### src/sphere_polyline_collision_defines.svh
// ----------------------------------------------------------------------------
// Sphere / polyline collision: assertion macros
// Shared property forms for the checks at the end of the top level.
// ----------------------------------------------------------------------------
`ifndef SPHERE_POLYLINE_COLLISION_DEFINES_SVH
`define SPHERE_POLYLINE_COLLISION_DEFINES_SVH

// Check that a condition holds in the same cycle as its trigger
`define SPL_ASSERT_SAME(label, ck, rn, ante, cons, msg) \
    label: assert property (@(posedge ck) disable iff (!rn) (ante) |-> (cons)) \
        else $error(msg);

// Check that a condition holds in the cycle after its trigger
`define SPL_ASSERT_NEXT(label, ck, rn, ante, cons, msg) \
    label: assert property (@(posedge ck) disable iff (!rn) (ante) |=> (cons)) \
        else $error(msg);

`endif

### src/spl_pkg.sv
// ----------------------------------------------------------------------------
// Sphere / polyline collision package
// Widths, register indexes, shift codes and the multiply-accumulate command.
// ----------------------------------------------------------------------------
`timescale 1ns / 1ps

package spl_pkg;

    // Field widths
    localparam int COORD_W    = 16;
    localparam int RADIUS_W   = 15;
    localparam int IN_DATA_W  = 3 * COORD_W;
    localparam int OUT_DATA_W = 8;
    localparam int CFG_IDX_W  = 8;
    localparam int CFG_DATA_W = 16;

    // Arithmetic widths
    localparam int DIFF_W = COORD_W + 1;     // coordinate difference
    localparam int OP_W   = DIFF_W + 1;      // multiplier operand
    localparam int PROD_W = 2 * OP_W;        // multiplier product
    localparam int HALF_W = DIFF_W;          // half of a wide operand
    localparam int WIDE_W = 2 * HALF_W;      // wide unsigned operand
    localparam int SUM_W  = WIDE_W + 1;      // signed sum of squares
    localparam int ACC_W  = 2 * WIDE_W + 2;  // accumulator

    // Register reset values
    localparam logic [RADIUS_W-1:0] RADIUS_RESET = RADIUS_W'(112);

    // Register indexes
    localparam logic [CFG_IDX_W-1:0] CFG_CENTER_X = CFG_IDX_W'(0);
    localparam logic [CFG_IDX_W-1:0] CFG_CENTER_Y = CFG_IDX_W'(1);
    localparam logic [CFG_IDX_W-1:0] CFG_CENTER_Z = CFG_IDX_W'(2);
    localparam logic [CFG_IDX_W-1:0] CFG_RADIUS   = CFG_IDX_W'(3);

    // Product alignment codes
    localparam logic [1:0] SH_NONE = 2'd0;
    localparam logic [1:0] SH_HALF = 2'd1;
    localparam logic [1:0] SH_FULL = 2'd2;

    // One multiply-accumulate operation
    typedef struct packed {
        logic                   en;
        logic                   clear;
        logic                   sub;
        logic [1:0]             shift;
        logic signed [OP_W-1:0] a;
        logic signed [OP_W-1:0] b;
    } mac_cmd_t;

endpackage

### src/spl_mac.sv
// ----------------------------------------------------------------------------
// Shared multiply-accumulate unit
// One 18x18 signed multiplier feeding a 70-bit accumulator, with the
// product aligned by none, one half or two halves of a wide operand.
// ----------------------------------------------------------------------------
`timescale 1ns / 1ps

module spl_mac
(
    input  logic                             clk,
    input  spl_pkg::mac_cmd_t                cmd,
    output logic signed [spl_pkg::ACC_W-1:0] acc
);

    logic signed [spl_pkg::OP_W-1:0]   a_op;
    logic signed [spl_pkg::OP_W-1:0]   b_op;
    logic signed [spl_pkg::PROD_W-1:0] prod;
    logic signed [spl_pkg::ACC_W-1:0]  prod_ext;
    logic signed [spl_pkg::ACC_W-1:0]  prod_aligned;
    logic signed [spl_pkg::ACC_W-1:0]  acc_base;
    logic signed [spl_pkg::ACC_W-1:0]  acc_reg;
    logic signed [spl_pkg::ACC_W-1:0]  acc_next;

    // Multiply and sign-extend
    assign a_op     = cmd.a;
    assign b_op     = cmd.b;
    assign prod     = a_op * b_op;
    assign prod_ext = {{(spl_pkg::ACC_W - spl_pkg::PROD_W){prod[spl_pkg::PROD_W-1]}}, prod};

    // Align the partial product
    always_comb
    begin
        case (cmd.shift)
            spl_pkg::SH_NONE: prod_aligned = prod_ext;
            spl_pkg::SH_HALF: prod_aligned = prod_ext <<< spl_pkg::HALF_W;
            spl_pkg::SH_FULL: prod_aligned = prod_ext <<< (2 * spl_pkg::HALF_W);
            default:          prod_aligned = prod_ext;
        endcase
    end

    // Add or subtract into a fresh or running sum
    assign acc_base = cmd.clear ? '0 : acc_reg;
    assign acc_next = cmd.sub ? (acc_base - prod_aligned) : (acc_base + prod_aligned);

    always_ff @(posedge clk)
    begin
        if (cmd.en)
        begin
            acc_reg <= acc_next;
        end
    end

    assign acc = acc_reg;

endmodule

### src/spl_seq.sv
// ----------------------------------------------------------------------------
// Sphere / polyline collision sequencer
// Holds the point and the previous point, steps the shared multiply-
// accumulate unit through the segment test and latches the hit.
// ----------------------------------------------------------------------------
`timescale 1ns / 1ps

module spl_seq
(
    input  logic                                clk,
    input  logic                                rst_n,
    // point word
    input  logic                                in_valid,
    output logic                                in_ready,
    input  logic [spl_pkg::COORD_W-1:0]         in_x,
    input  logic [spl_pkg::COORD_W-1:0]         in_y,
    input  logic [spl_pkg::COORD_W-1:0]         in_z,
    input  logic                                in_last,
    // sphere
    input  logic [spl_pkg::COORD_W-1:0]         center_x,
    input  logic [spl_pkg::COORD_W-1:0]         center_y,
    input  logic [spl_pkg::COORD_W-1:0]         center_z,
    input  logic [spl_pkg::RADIUS_W-1:0]        radius,
    // result
    input  logic                                res_ready,
    output logic                                res_valid,
    output logic                                res_collided,
    // shared unit
    output spl_pkg::mac_cmd_t                   mac_cmd,
    input  logic signed [spl_pkg::ACC_W-1:0]    acc
);

    localparam int DIFF_W = spl_pkg::DIFF_W;
    localparam int OP_W   = spl_pkg::OP_W;
    localparam int HALF_W = spl_pkg::HALF_W;
    localparam int SUM_W  = spl_pkg::SUM_W;

    // States
    localparam logic [1:0] ST_IDLE   = 2'd0;
    localparam logic [1:0] ST_RUN    = 2'd1;
    localparam logic [1:0] ST_FINISH = 2'd2;

    // Steps of the segment test
    localparam logic [4:0] STEP_R2_A   = 5'd0;   // -r^2 for the first end
    localparam logic [4:0] STEP_WX     = 5'd1;
    localparam logic [4:0] STEP_WY     = 5'd2;
    localparam logic [4:0] STEP_WZ     = 5'd3;
    localparam logic [4:0] STEP_R2_B   = 5'd4;   // -r^2 for the second end
    localparam logic [4:0] STEP_VX     = 5'd5;
    localparam logic [4:0] STEP_VY     = 5'd6;
    localparam logic [4:0] STEP_VZ     = 5'd7;
    localparam logic [4:0] STEP_DX     = 5'd8;
    localparam logic [4:0] STEP_DY     = 5'd9;
    localparam logic [4:0] STEP_DZ     = 5'd10;
    localparam logic [4:0] STEP_DWX    = 5'd11;
    localparam logic [4:0] STEP_DWY    = 5'd12;
    localparam logic [4:0] STEP_DWZ    = 5'd13;
    localparam logic [4:0] STEP_DECIDE = 5'd14;
    localparam logic [4:0] STEP_RHS_LL = 5'd15;  // dw^2 partial products
    localparam logic [4:0] STEP_RHS_LH = 5'd16;
    localparam logic [4:0] STEP_RHS_HL = 5'd17;
    localparam logic [4:0] STEP_RHS_HH = 5'd18;
    localparam logic [4:0] STEP_LHS_LL = 5'd19;  // (w2 - r2) * dd partial products
    localparam logic [4:0] STEP_LHS_LH = 5'd20;
    localparam logic [4:0] STEP_LHS_HL = 5'd21;
    localparam logic [4:0] STEP_LHS_HH = 5'd22;
    localparam logic [4:0] STEP_SIGN   = 5'd23;

    logic [1:0] state_reg, state_next;
    logic [4:0] step_reg, step_next;
    logic       have_prev_reg, have_prev_next;
    logic       hit_reg, hit_next;
    logic       finish_go;

    logic [spl_pkg::COORD_W-1:0] pt_x_reg, pt_y_reg, pt_z_reg;
    logic                        last_reg;
    logic [spl_pkg::COORD_W-1:0] prev_x_reg, prev_y_reg, prev_z_reg;

    logic signed [SUM_W-1:0] e1_reg;   // |c - p1|^2 - r^2
    logic signed [SUM_W-1:0] e2_reg;   // |p2 - c|^2 - r^2
    logic signed [SUM_W-1:0] dd_reg;   // dot(d, d)
    logic signed [SUM_W-1:0] dw_reg;   // dot(d, w)
    logic signed [SUM_W-1:0] dw_now;

    logic signed [DIFF_W-1:0] w_x, w_y, w_z;
    logic signed [DIFF_W-1:0] v_x, v_y, v_z;
    logic signed [DIFF_W-1:0] d_x, d_y, d_z;
    logic signed [OP_W-1:0]   rad_op;
    logic signed [OP_W-1:0]   dw_lo, dw_hi, e1_lo, e1_hi, dd_lo, dd_hi;

    logic end_hit;
    logic mid_ok;
    logic acc_pos;

    function automatic logic signed [DIFF_W-1:0] diff(input logic [spl_pkg::COORD_W-1:0] p,
                                                      input logic [spl_pkg::COORD_W-1:0] q);
        logic signed [DIFF_W-1:0] ps;
        logic signed [DIFF_W-1:0] qs;
        ps = {p[spl_pkg::COORD_W-1], p};
        qs = {q[spl_pkg::COORD_W-1], q};
        return ps - qs;
    endfunction

    function automatic logic signed [OP_W-1:0] sx(input logic signed [DIFF_W-1:0] v);
        return {v[DIFF_W-1], v};
    endfunction

    // Segment vectors: w = c - p1, v = p2 - c, d = p2 - p1
    assign w_x = diff(center_x, prev_x_reg);
    assign w_y = diff(center_y, prev_y_reg);
    assign w_z = diff(center_z, prev_z_reg);
    assign v_x = diff(pt_x_reg, center_x);
    assign v_y = diff(pt_y_reg, center_y);
    assign v_z = diff(pt_z_reg, center_z);
    assign d_x = diff(pt_x_reg, prev_x_reg);
    assign d_y = diff(pt_y_reg, prev_y_reg);
    assign d_z = diff(pt_z_reg, prev_z_reg);

    // Halves of the wide operands, zero-extended
    assign rad_op = {{(OP_W - spl_pkg::RADIUS_W){1'b0}}, radius};
    assign dw_lo  = {1'b0, dw_reg[HALF_W-1:0]};
    assign dw_hi  = {1'b0, dw_reg[2*HALF_W-1:HALF_W]};
    assign e1_lo  = {1'b0, e1_reg[HALF_W-1:0]};
    assign e1_hi  = {1'b0, e1_reg[2*HALF_W-1:HALF_W]};
    assign dd_lo  = {1'b0, dd_reg[HALF_W-1:0]};
    assign dd_hi  = {1'b0, dd_reg[2*HALF_W-1:HALF_W]};

    // Decisions on the sums
    assign dw_now  = acc[SUM_W-1:0];
    assign end_hit = e1_reg[SUM_W-1] | e2_reg[SUM_W-1];
    assign mid_ok  = (dd_reg > 0) && (dw_now > 0) && (dw_now < dd_reg);
    assign acc_pos = !acc[spl_pkg::ACC_W-1] && (acc != '0);

    // Issue one operation per step, none on the decide and sign steps
    always_comb
    begin
        mac_cmd       = '0;
        mac_cmd.shift = spl_pkg::SH_NONE;
        if (state_reg == ST_RUN)
        begin
            mac_cmd.en = 1'b1;
            case (step_reg)
                STEP_R2_A, STEP_R2_B:
                begin
                    mac_cmd.clear = 1'b1;
                    mac_cmd.sub   = 1'b1;
                    mac_cmd.a     = rad_op;
                    mac_cmd.b     = rad_op;
                end
                STEP_WX: begin mac_cmd.a = sx(w_x); mac_cmd.b = sx(w_x); end
                STEP_WY: begin mac_cmd.a = sx(w_y); mac_cmd.b = sx(w_y); end
                STEP_WZ: begin mac_cmd.a = sx(w_z); mac_cmd.b = sx(w_z); end
                STEP_VX: begin mac_cmd.a = sx(v_x); mac_cmd.b = sx(v_x); end
                STEP_VY: begin mac_cmd.a = sx(v_y); mac_cmd.b = sx(v_y); end
                STEP_VZ: begin mac_cmd.a = sx(v_z); mac_cmd.b = sx(v_z); end
                STEP_DX:
                begin
                    mac_cmd.clear = 1'b1;
                    mac_cmd.a     = sx(d_x);
                    mac_cmd.b     = sx(d_x);
                end
                STEP_DY: begin mac_cmd.a = sx(d_y); mac_cmd.b = sx(d_y); end
                STEP_DZ: begin mac_cmd.a = sx(d_z); mac_cmd.b = sx(d_z); end
                STEP_DWX:
                begin
                    mac_cmd.clear = 1'b1;
                    mac_cmd.a     = sx(d_x);
                    mac_cmd.b     = sx(w_x);
                end
                STEP_DWY: begin mac_cmd.a = sx(d_y); mac_cmd.b = sx(w_y); end
                STEP_DWZ: begin mac_cmd.a = sx(d_z); mac_cmd.b = sx(w_z); end
                STEP_RHS_LL:
                begin
                    mac_cmd.clear = 1'b1;
                    mac_cmd.a     = dw_lo;
                    mac_cmd.b     = dw_lo;
                end
                STEP_RHS_LH:
                begin
                    mac_cmd.a     = dw_lo;
                    mac_cmd.b     = dw_hi;
                    mac_cmd.shift = spl_pkg::SH_HALF;
                end
                STEP_RHS_HL:
                begin
                    mac_cmd.a     = dw_hi;
                    mac_cmd.b     = dw_lo;
                    mac_cmd.shift = spl_pkg::SH_HALF;
                end
                STEP_RHS_HH:
                begin
                    mac_cmd.a     = dw_hi;
                    mac_cmd.b     = dw_hi;
                    mac_cmd.shift = spl_pkg::SH_FULL;
                end
                STEP_LHS_LL:
                begin
                    mac_cmd.sub = 1'b1;
                    mac_cmd.a   = e1_lo;
                    mac_cmd.b   = dd_lo;
                end
                STEP_LHS_LH:
                begin
                    mac_cmd.sub   = 1'b1;
                    mac_cmd.a     = e1_lo;
                    mac_cmd.b     = dd_hi;
                    mac_cmd.shift = spl_pkg::SH_HALF;
                end
                STEP_LHS_HL:
                begin
                    mac_cmd.sub   = 1'b1;
                    mac_cmd.a     = e1_hi;
                    mac_cmd.b     = dd_lo;
                    mac_cmd.shift = spl_pkg::SH_HALF;
                end
                STEP_LHS_HH:
                begin
                    mac_cmd.sub   = 1'b1;
                    mac_cmd.a     = e1_hi;
                    mac_cmd.b     = dd_hi;
                    mac_cmd.shift = spl_pkg::SH_FULL;
                end
                default: mac_cmd.en = 1'b0;
            endcase
        end
    end

    // Leave the finish state at once after a point that is not last, or once a final answer can be handed over
    assign finish_go = (state_reg == ST_FINISH) && (!last_reg || res_ready);

    // Sequencer
    always_comb
    begin
        state_next     = state_reg;
        step_next      = step_reg;
        have_prev_next = have_prev_reg;
        hit_next       = hit_reg;
        res_valid      = 1'b0;
        case (state_reg)
            ST_IDLE:
            begin
                if (in_valid)
                begin
                    step_next  = STEP_R2_A;
                    state_next = have_prev_reg ? ST_RUN : ST_FINISH;
                end
            end
            ST_RUN:
            begin
                step_next = step_reg + 5'd1;
                if (step_reg == STEP_DECIDE)
                begin
                    if (end_hit)
                    begin
                        hit_next   = 1'b1;
                        state_next = ST_FINISH;
                    end
                    else if (!mid_ok)
                    begin
                        state_next = ST_FINISH;
                    end
                end
                else if (step_reg == STEP_SIGN)
                begin
                    if (acc_pos)
                    begin
                        hit_next = 1'b1;
                    end
                    state_next = ST_FINISH;
                end
            end
            ST_FINISH:
            begin
                if (finish_go)
                begin
                    state_next     = ST_IDLE;
                    have_prev_next = !last_reg;
                    if (last_reg)
                    begin
                        res_valid = 1'b1;
                        hit_next  = 1'b0;
                    end
                end
            end
            default: state_next = ST_IDLE;
        endcase
    end

    assign in_ready     = (state_reg == ST_IDLE);
    assign res_collided = hit_reg;

    // Control state
    always_ff @(posedge clk or negedge rst_n)
    begin
        if (!rst_n)
        begin
            state_reg     <= ST_IDLE;
            step_reg      <= STEP_R2_A;
            have_prev_reg <= 1'b0;
            hit_reg       <= 1'b0;
            prev_x_reg    <= '0;
            prev_y_reg    <= '0;
            prev_z_reg    <= '0;
        end
        else
        begin
            state_reg     <= state_next;
            step_reg      <= step_next;
            have_prev_reg <= have_prev_next;
            hit_reg       <= hit_next;
            if (finish_go)
            begin
                prev_x_reg <= pt_x_reg;
                prev_y_reg <= pt_y_reg;
                prev_z_reg <= pt_z_reg;
            end
        end
    end

    // Capture the point word and the intermediate sums
    always_ff @(posedge clk)
    begin
        if (in_valid && in_ready)
        begin
            pt_x_reg <= in_x;
            pt_y_reg <= in_y;
            pt_z_reg <= in_z;
            last_reg <= in_last;
        end
        if (state_reg == ST_RUN)
        begin
            case (step_reg)
                STEP_R2_B:   e1_reg <= acc[SUM_W-1:0];
                STEP_DX:     e2_reg <= acc[SUM_W-1:0];
                STEP_DWX:    dd_reg <= acc[SUM_W-1:0];
                STEP_DECIDE: dw_reg <= acc[SUM_W-1:0];
                default:     ;
            endcase
        end
    end

endmodule

### src/sphere_polyline_collision.sv
// ----------------------------------------------------------------------------
// Sphere / polyline collision
// Tests each segment of a streamed polyline against a configured sphere
// and reports on the last point whether any segment touched it.
//
// Channel   Dir  Handshake                 Payload
// s_axis    in   s_axis_tvalid/tready      tdata: point_x, point_y, point_z
//                                          tlast: last_point
// m_axis    out  m_axis_tvalid/tready      tdata: collided
// cfg       in   cfg_valid/cfg_ready       cfg_index, cfg_data
//
// A first point of a polyline only becomes the start of the first segment.
// A later point runs the segment test, which ends early when an endpoint is
// inside or the middle cannot hit; the single 18x18 multiply-accumulate unit
// takes one partial product a cycle. Reset is asynchronous, active low, with
// no clearing pass. On a last point the block holds in its finish step until
// the output register is free; configuration writes are always taken.
// ----------------------------------------------------------------------------
`timescale 1ns / 1ps
`include "sphere_polyline_collision_defines.svh"

module sphere_polyline_collision
(
    input  logic                               clk,
    input  logic                               rst_n,
    // point words
    input  logic                               s_axis_tvalid,
    output logic                               s_axis_tready,
    input  logic [spl_pkg::IN_DATA_W-1:0]      s_axis_tdata,   // point_x, point_y, point_z
    input  logic                               s_axis_tlast,   // last_point
    // result words
    output logic                               m_axis_tvalid,
    input  logic                               m_axis_tready,
    output logic [spl_pkg::OUT_DATA_W-1:0]     m_axis_tdata,   // collided, zero fill
    // configuration writes
    input  logic                               cfg_valid,
    output logic                               cfg_ready,
    input  logic [spl_pkg::CFG_IDX_W-1:0]      cfg_index,
    input  logic [spl_pkg::CFG_DATA_W-1:0]     cfg_data
);

    localparam int COORD_W = spl_pkg::COORD_W;

    logic [COORD_W-1:0]           center_x_reg;
    logic [COORD_W-1:0]           center_y_reg;
    logic [COORD_W-1:0]           center_z_reg;
    logic [spl_pkg::RADIUS_W-1:0] radius_reg;

    logic                              out_valid_reg;
    logic                              out_collided_reg;
    logic                              res_ready;
    logic                              res_valid;
    logic                              res_collided;
    spl_pkg::mac_cmd_t                 mac_cmd;
    logic signed [spl_pkg::ACC_W-1:0] acc;

    // Configuration registers
    assign cfg_ready = 1'b1;

    always_ff @(posedge clk or negedge rst_n)
    begin
        if (!rst_n)
        begin
            center_x_reg <= '0;
            center_y_reg <= '0;
            center_z_reg <= '0;
            radius_reg   <= spl_pkg::RADIUS_RESET;
        end
        else if (cfg_valid && cfg_ready)
        begin
            case (cfg_index)
                spl_pkg::CFG_CENTER_X: center_x_reg <= cfg_data;
                spl_pkg::CFG_CENTER_Y: center_y_reg <= cfg_data;
                spl_pkg::CFG_CENTER_Z: center_z_reg <= cfg_data;
                spl_pkg::CFG_RADIUS:   radius_reg   <= cfg_data[spl_pkg::RADIUS_W-1:0];
                default:               ;
            endcase
        end
    end

    // Sequencer
    spl_seq u_seq
    (
        .clk          (clk),
        .rst_n        (rst_n),
        .in_valid     (s_axis_tvalid),
        .in_ready     (s_axis_tready),
        .in_x         (s_axis_tdata[COORD_W-1:0]),
        .in_y         (s_axis_tdata[2*COORD_W-1:COORD_W]),
        .in_z         (s_axis_tdata[3*COORD_W-1:2*COORD_W]),
        .in_last      (s_axis_tlast),
        .center_x     (center_x_reg),
        .center_y     (center_y_reg),
        .center_z     (center_z_reg),
        .radius       (radius_reg),
        .res_ready    (res_ready),
        .res_valid    (res_valid),
        .res_collided (res_collided),
        .mac_cmd      (mac_cmd),
        .acc          (acc)
    );

    // Shared multiply-accumulate unit
    spl_mac u_mac
    (
        .clk (clk),
        .cmd (mac_cmd),
        .acc (acc)
    );

    // Output register: load a result word, drop it once taken
    assign res_ready = !out_valid_reg || m_axis_tready;

    always_ff @(posedge clk or negedge rst_n)
    begin
        if (!rst_n)
        begin
            out_valid_reg <= 1'b0;
        end
        else if (res_valid)
        begin
            out_valid_reg <= 1'b1;
        end
        else if (m_axis_tready)
        begin
            out_valid_reg <= 1'b0;
        end
    end

    always_ff @(posedge clk)
    begin
        if (res_valid)
        begin
            out_collided_reg <= res_collided;
        end
    end

    assign m_axis_tvalid = out_valid_reg;
    assign m_axis_tdata  = {{(spl_pkg::OUT_DATA_W - 1){1'b0}}, out_collided_reg};

    // Checks
    `SPL_ASSERT_NEXT(a_busy_after_accept, clk, rst_n, s_axis_tvalid && s_axis_tready, !s_axis_tready, "point accepted but block still ready")
    `SPL_ASSERT_SAME(a_result_room, clk, rst_n, res_valid, !out_valid_reg || m_axis_tready, "result word loaded over a pending one")
    `SPL_ASSERT_SAME(a_result_busy, clk, rst_n, res_valid, !s_axis_tready, "result word produced while idle")

endmodule

### config.mk
export PLATFORM = sky130hd
export DESIGN_NAME = sphere_polyline_collision
export DESIGN_NICKNAME = d
export VERILOG_FILES = /design/src/spl_pkg.sv /design/src/spl_mac.sv /design/src/spl_seq.sv /design/src/sphere_polyline_collision.sv
export VERILOG_INCLUDE_DIRS = /design/src /design/src/src
export SDC_FILE = /design/constraint.sdc
export NUM_CORES = 2
export LEC_CHECK = 0
export BUFFER_PORTS_ARGS = -buffer_cell sky130_fd_sc_hd__buf_2
export CAP_MARGIN = 25
export CORE_MARGIN = 3
export CORE_UTILIZATION = 55
export CTS_CLUSTER_DIAMETER = 40
export DETAILED_ROUTE_END_ITERATION = 16
export PLACE_DENSITY_LB_ADDON = 0.12
export REMOVE_ABC_BUFFERS = 1
export SLEW_MARGIN = 20
export SYNTH_ARGS = -nofsm -noshare
export SYNTH_HDL_FRONTEND = slang
export SYNTH_SLANG_ARGS = --single-unit
### constraint.sdc
create_clock -name clk -period 13.12 [get_ports clk]
set_input_delay 1.968 -clock clk [delete_from_list [all_inputs] [get_ports clk]]
set_output_delay 1.968 -clock clk [all_outputs]
set_load 0.1 [all_outputs]
Word-level counts from Yosys, hierarchy flattened
Index checks and enable logic that the tools add are counted.
{"block": "totals", "output_inout_bits": 11, "word_cells": 142, "memories": 0, "mem_bits_rw": 0, "reg_bits": 380, "latchBits": 0, "mem_bits_ro": 0}
{"block": "op_classes", "bitwise_logic": 1, "n_mux": 31, "shifts": 0, "mul": 1, "magnitude_cmp": 3, "eq_ne": 37, "n_reduce_logical": 35, "n_div": 0, "add_sub_neg": 12}
{"operator": "36-bit one-hot mux with 21 select lines", "count": 1}
{"operator": "16-bit by 16-bit subtractor with 17-bit output", "count": 9}
{"operator": "70-bit two-way mux", "count": 2}
{"operator": "69-bit one-hot mux with 2 select lines", "count": 1}
{"operator": "70-bit adder", "count": 1}
{"operator": "35-bit by 1-bit greater-than comparator with 1-bit output (second input constant)", "count": 2}
{"operator": "70-bit nonzero test", "count": 1}
{"operator": "70-bit subtractor", "count": 1}
{"operator": "41-bit two-way mux", "count": 1}
{"operator": "5-bit by 4-bit equality test with 1-bit output (second input constant)", "count": 8}
{"operator": "5-bit equality test (second input constant)", "count": 8}
{"operator": "18-bit by 18-bit multiplier with 36-bit output", "count": 1}
{"operator": "35-bit less-than comparator", "count": 1}
{"operator": "22-bit OR reduction", "count": 1}
{"operator": "5-bit by 3-bit equality test with 1-bit output (second input constant)", "count": 4}
{"operator": "2-bit AND reduction", "count": 10}
{"operator": "8-bit by 2-bit equality test with 1-bit output (second input constant)", "count": 2}
{"operator": "1-bit two-way mux", "count": 14}
{"operator": "2-bit two-way mux", "count": 7}
{"operator": "5-bit by 2-bit equality test with 1-bit output (second input constant)", "count": 2}
{"operator": "5-bit one-hot mux with 2 select lines", "count": 1}
{"operator": "8-bit by 1-bit equality test with 1-bit output (second input constant)", "count": 1}
{"operator": "8-bit zero test", "count": 1}
{"operator": "3-bit by 2-bit inequality test with 1-bit output (second input constant)", "count": 2}
{"operator": "other kinds (25)", "count": 38}

Longest topological paths before layout
{"block": "depth", "word_depth": 8, "mapped_depth": 60, "depth_no_buf": 56}

Hierarchy
Synthesis repeated with hierarchy kept, for this count alone.
{"block": "hier_totals", "hier_cells": 4701, "hier_area_um2": 42304.3}
{"mod": "spl_mac", "n_inst": 1, "area_per_inst_um2": 22013.6, "cells_each": 2630}
{"mod": "spl_seq", "n_inst": 1, "area_per_inst_um2": 17664.4, "cells_each": 1918}
{"mod": "sphere_polyline_collision", "n_inst": 1, "area_per_inst_um2": 2626.3, "cells_each": 153}

Worst setup path before layout
No wires, ideal clock.
{"block": "synth_path", "kind": "register -> register", "start": "register u_seq.step_reg[3]", "end": "register u_mac.acc_reg, in the netlist u_mac.acc[64], data pin", "setup_ps": 258, "required_ps": 12862, "synth_period_minus_slack_ps": 13969, "arrival_ps": 13711, "path_stages_with_launch": 52, "slack_ps": -849, "cell_sequence": "dfrtp_1 buf_2 buf_1 buf_1 and3_1 ha_1 or2_0 buf_2 or4_1 nor4_2 nand2b_1 buf_4 inv_1 clkbuf_1 clkbuf_1 nand3_1 fa_1 inv_1 [... 16 more ...] nor3_2 nand2_1 mux2i_1 nor2_1 ha_1 a21o_1 a21o_1 a21o_1 a21o_1 a21o_1 a31oi_1 o21ai_0 a41oi_1 a21oi_1 a41oi_1 o21bai_1 a21oi_1 xnor2_1"}
{"block": "synth_between", "elab_chain_cells": 8, "elab_cells_between_ends": 40, "cone_classes": "add/sub (2); mul (1); eq/ne (23); mux (8); reduce/logical (6)"}
{"element": "from (decl)", "line_no": "spl_seq.sv:70", "text": "logic [4:0] step_reg, step_next;"}
{"element": "from (signal assigned)", "line_no": "spl_seq.sv:308", "text": "step_reg <= step_next;"}
{"element": "5-bit by 3-bit equality test with 1-bit output (tied with other cells)", "line_no": "spl_seq.sv:142", "text": "case (step_reg)"}
{"element": "2-bit OR reduction / 4-bit OR reduction (equally long branches)"}
{"element": "36-bit one-hot mux with 21 select lines / 2-bit one-hot mux with 2 select lines (equally long branches)", "line_no": "spl_seq.sv:142"}
{"element": "41-bit two-way mux *", "line_no": "spl_seq.sv:139", "text": "if (state_reg == ST_RUN)"}
{"element": "18-bit by 18-bit multiplier with 36-bit output (tied with other cells)", "line_no": "spl_mac.sv:27", "text": "assign prod = a_op * b_op;"}
{"element": "69-bit one-hot mux with 2 select lines", "line_no": "spl_mac.sv:33", "text": "case (cmd.shift)"}
{"element": "70-bit adder / 70-bit subtractor (equally long branches)", "line_no": "spl_mac.sv:43", "text": "assign acc_next = cmd.sub ? (acc_base - prod_aligned) : (acc_base + prod_aligned);"}
{"element": "70-bit two-way mux *", "line_no": "spl_mac.sv:43"}
{"element": "via u_mac.acc_next, one bit", "line_no": "spl_mac.sv:22", "text": "logic signed [spl_pkg::ACC_W-1:0] acc_next;"}
{"element": "to (signal assigned)", "line_no": "spl_mac.sv:49", "text": "acc_reg <= acc_next;"}
{"element": "to (decl)", "line_no": "spl_mac.sv:21", "text": "logic signed [spl_pkg::ACC_W-1:0] acc_reg;"}
Mark *: on every way through the listed nets, which the timed path passes. The rest lies on a longest branch.
A chain may end at the register's enable or synchronous reset.

Worst setup path after layout
{"block": "layout_path", "start": "register u_seq.pt_y_reg[6] (netlist bit)", "end": "register u_mac.acc_reg, in the netlist u_mac.acc[63], data pin"}
{"block": "layout_between", "elab_chain_cells": 7, "elab_cells_between_ends": 9, "cone_classes": "add/sub (4); mul (1); mux (4)"}
{"element": "from (decl)", "line_no": "spl_seq.sv:75", "text": "logic [spl_pkg::COORD_W-1:0] pt_x_reg, pt_y_reg, pt_z_reg;"}
{"element": "from (signal assigned)", "line_no": "spl_seq.sv:326", "text": "pt_y_reg <= in_y;"}
{"element": "16-bit by 16-bit subtractor with 17-bit output", "line_no": "spl_seq.sv:101", "text": "return ps - qs;"}
{"element": "36-bit one-hot mux with 21 select lines *", "line_no": "spl_seq.sv:142"}
{"element": "41-bit two-way mux *", "line_no": "spl_seq.sv:139"}
{"element": "18-bit by 18-bit multiplier with 36-bit output *", "line_no": "spl_mac.sv:27"}
{"element": "69-bit one-hot mux with 2 select lines *", "line_no": "spl_mac.sv:33"}
{"element": "70-bit adder / 70-bit subtractor (equally long branches)", "line_no": "spl_mac.sv:43"}
{"element": "70-bit two-way mux *", "line_no": "spl_mac.sv:43"}
{"element": "via u_mac.acc_next, one bit", "line_no": "spl_mac.sv:22"}
Marked as above.

==> flow_summary.yaml <==
logic_synthesis:
  synth_edf_count: 225
  ys.flop_type: "edfxtp_1"
  async_reset_ff_share_pct: 35.0
  ys_ff_latch: 346
  synth_fa_ha_area_share_pct: 27.0
  synth.mux.area_fraction_pct: 2.77
  synth_area_leader_cell: "fa_1"
  syn_area_um2: 41400
  synth_top_family_by_area: "adder cells"
  avgSynthCellArea_um2: 9.03
  ys_seq_area_share_pct: 23.6
  synth_area_leaders: "fa_1 (16%), edfxtp_1 (16%), ha_1 (11%)"
  synth_compound_area_share_pct: 17.7
  postSynthCellCount: 4592
  synth_cell_types: 103
  synth-simple-area-share_pct: 16.9
  synthXorXnorAreaFrac_pct: 5.07
  synth_top_area_share_pct: 16.4
  yosys_warnings: 0
global_route:
  grt_max_degree: 71
  grt_pass1_vias: 40642
  antenna_found_initial: 0
  track_usage_pct: 38.9
  grt_first_pass_wirelength_um: 234000
  gr-total-overflow: 0
floorplan:
  die_h_um: 281
  rows: 100
  initial_core_util_pct: 55.6
  coreArea_um2: 74600
  io_pins: 89
  die_w_um: 281
  dieArea_um2: 78700
cts:
  htreeDepth: 3
  hold_buffers: 0
  clk_pin_slew_worst_paths_ps: 50
  clock_sinks: 346
  clock_latency_ps: 640
  cts-root-buf: "clkbuf_16"
  tritoncts: "built"
  numCtsBuffers: 72
  cts_max_path_buffers: 3
timing:
  drv_slew: 0
  grt_setup_unrepaired: "true"
  tns_ps: 0
  post-route-period-util_pct: 97.7
  worst_slew_pin_slew_ps: 1100
  setup_violations: 0
  layout_min_cycle_time_ps: 12820
  hold-worst-slack_ps: 477
  clock_skew_ps: 58.4
  hold_viol: 0
  fmax_ghz: 0.0780
  max-slew-margin-rel_pct: 26.3
finish:
  final_nets: 6283
  layout_commonest_cell: "buf_4"
  diodes: 0
  fillers: 5754
  regArea_um2: 9790
  finalInstanceArea_um2: 54200
  largest_reg_flops: 70
  layout_common_cells: "buf_4 (908), inv_1 (544), nand2_1 (376), fa_1 (326), ha_1 (322)"
  multi_input_comb_area_um2: 30800
  drive_gt1_share_pct: 28.9
  final_cell_count_no_fill: 6544
  syn_to_final_growth_pct: 30.9
drt:
  drt-initial-drc-count: 3240
  postRouteAntennaNets: 0
  via_per_inst: 6.08
  num_vias: 39808
  post_drt_wl_per_cell_um: 23.8
  firstDrtPassIters: 9
  drc: 0
  wl_um: 156000
worst_setup_path:
  crit_arrival_ps: 13190
  reg2regPathDepth: 52
  crit_path_end_kind: "flip-flop"
  crit_top_cell: "buf_4"
  crit_path_max_incr_delay_ps: 620
  cp-start-kind: "flip-flop"
  critPathKind: "flip-flop to flip-flop"
  cp_max_fo: 6
  crit_slowest_cell: "fa_1"
  crit_required_ps: 13480
min_path:
  hold_path_class: "flip-flop to flip-flop"
  min_delay_path_depth: 0
placement:
  dpl_cell_area_um2: 49100
  port_buffers: 80
  hpwlAfterDp_um: 124000
  dp_cells: 6338
  place_congestion: 1.10
outcome:
  status: "finished clean"
run:
  cap_violations: 0
[Yosys cell counts, types with 22 or more instances]
master      n
fa_1      340
nor2_1    275
a22oi_1    83
xor2_1     88
a21boi_0   22
or3_1      30
edfxtp_1  225
a21oi_1   238
nand2_1   383
clkbuf_1  155
o21ai_0   211
o21a_1     53
nand2b_1   79
nand4_1    34
nor2b_1    85
nor3_1     67
a31oi_1    32
and2_1    119
ha_1      350
dfrtp_1   118
a221oi_1   39
xnor2_1   152
inv_1     563
o31ai_1    25
a211oi_1   42
o211ai_1   22
nand3_1   128
a21o_1     92
mux2_2     92
nor4_1     36
and3_1     42
[worst max-delay path: cells and delay by family (launching register included)]
| family | cells | cell delay, ps |
|---|---|---|
| AOI/OAI and AO/OA | 16 | 3590 |
| adders and majority gates | 9 | 3920 |
| xor gates and xnor gates | 3 | 390 |
| buffers and inverters | 13 | 1860 |
| DFF | 1 | 510 |
| and+or+nand+nor | 11 | 2280 |
[routing by layer]
layer  vias up  part of all wire [%]  global-route usage (%)
li1      17977                     -                       -
met1     19380                    37                    45.6
met2      1840                    48                    66.5
met3       611                   7.3                    6.10
met4         0                   8.0                    25.6
met5         -                     0                       0
[path summary, 6_finish.rpt]
check	from	endpoint	slack (ps)
min in group asynchronous	rst_n	u_seq.prev_x_reg[2]	1320
worst max-delay path	u_seq.pt_y_reg[6]	u_mac.acc[63]	300
max in group asynchronous	rst_n	u_seq.prev_y_reg[14]	10660
worst min register to register	u_seq.res_collided	out_collided_reg	480
worst max register to register	u_seq.pt_y_reg[6]	u_mac.acc[63]	300
worst min-delay path	u_seq.res_collided	out_collided_reg	480
[area by class of cell]
cell class / count / area share, %
clock inverters: 52 / 1.33
repair buffers: 1024 / 14.2
clock buffers: 82 / 3.47
flip-flops and latches: 346 / 18.1
inverters: 563 / 3.90
well taps: 969 / 2.24
multi-input cells: 3508 / 56.8
[per-stage QoR]
stage,utilization [%],setup WS (ps)
2_1_floorplan,-,-2840
3_3_place_gp,65.8,-798
3_5_place_dp,65.8,-881
4_1_cts,70.3,-0.385
5_1_grt,72.7,-227
6_report,72.7,296
[cells by family after synthesis]
family	Yosys count
xor gates and xnor gates	240
buffers and inverters	744
muxes	103
AOI/OAI and AO/OA	1078
other	2
DFF	346
and+or+nand+nor	1389
adders and majority gates	690
[what timing repair did]
item	4_1_cts	5_1_grt
setup endpoints to repair	32	36
cloned	0	1
setup buffers	26	45
gates resized for setup	138	330
pin swaps	75	223
Power is not shown: default switching activity piles up to over one toggle a cycle in this logic, so the estimate is an artifact.
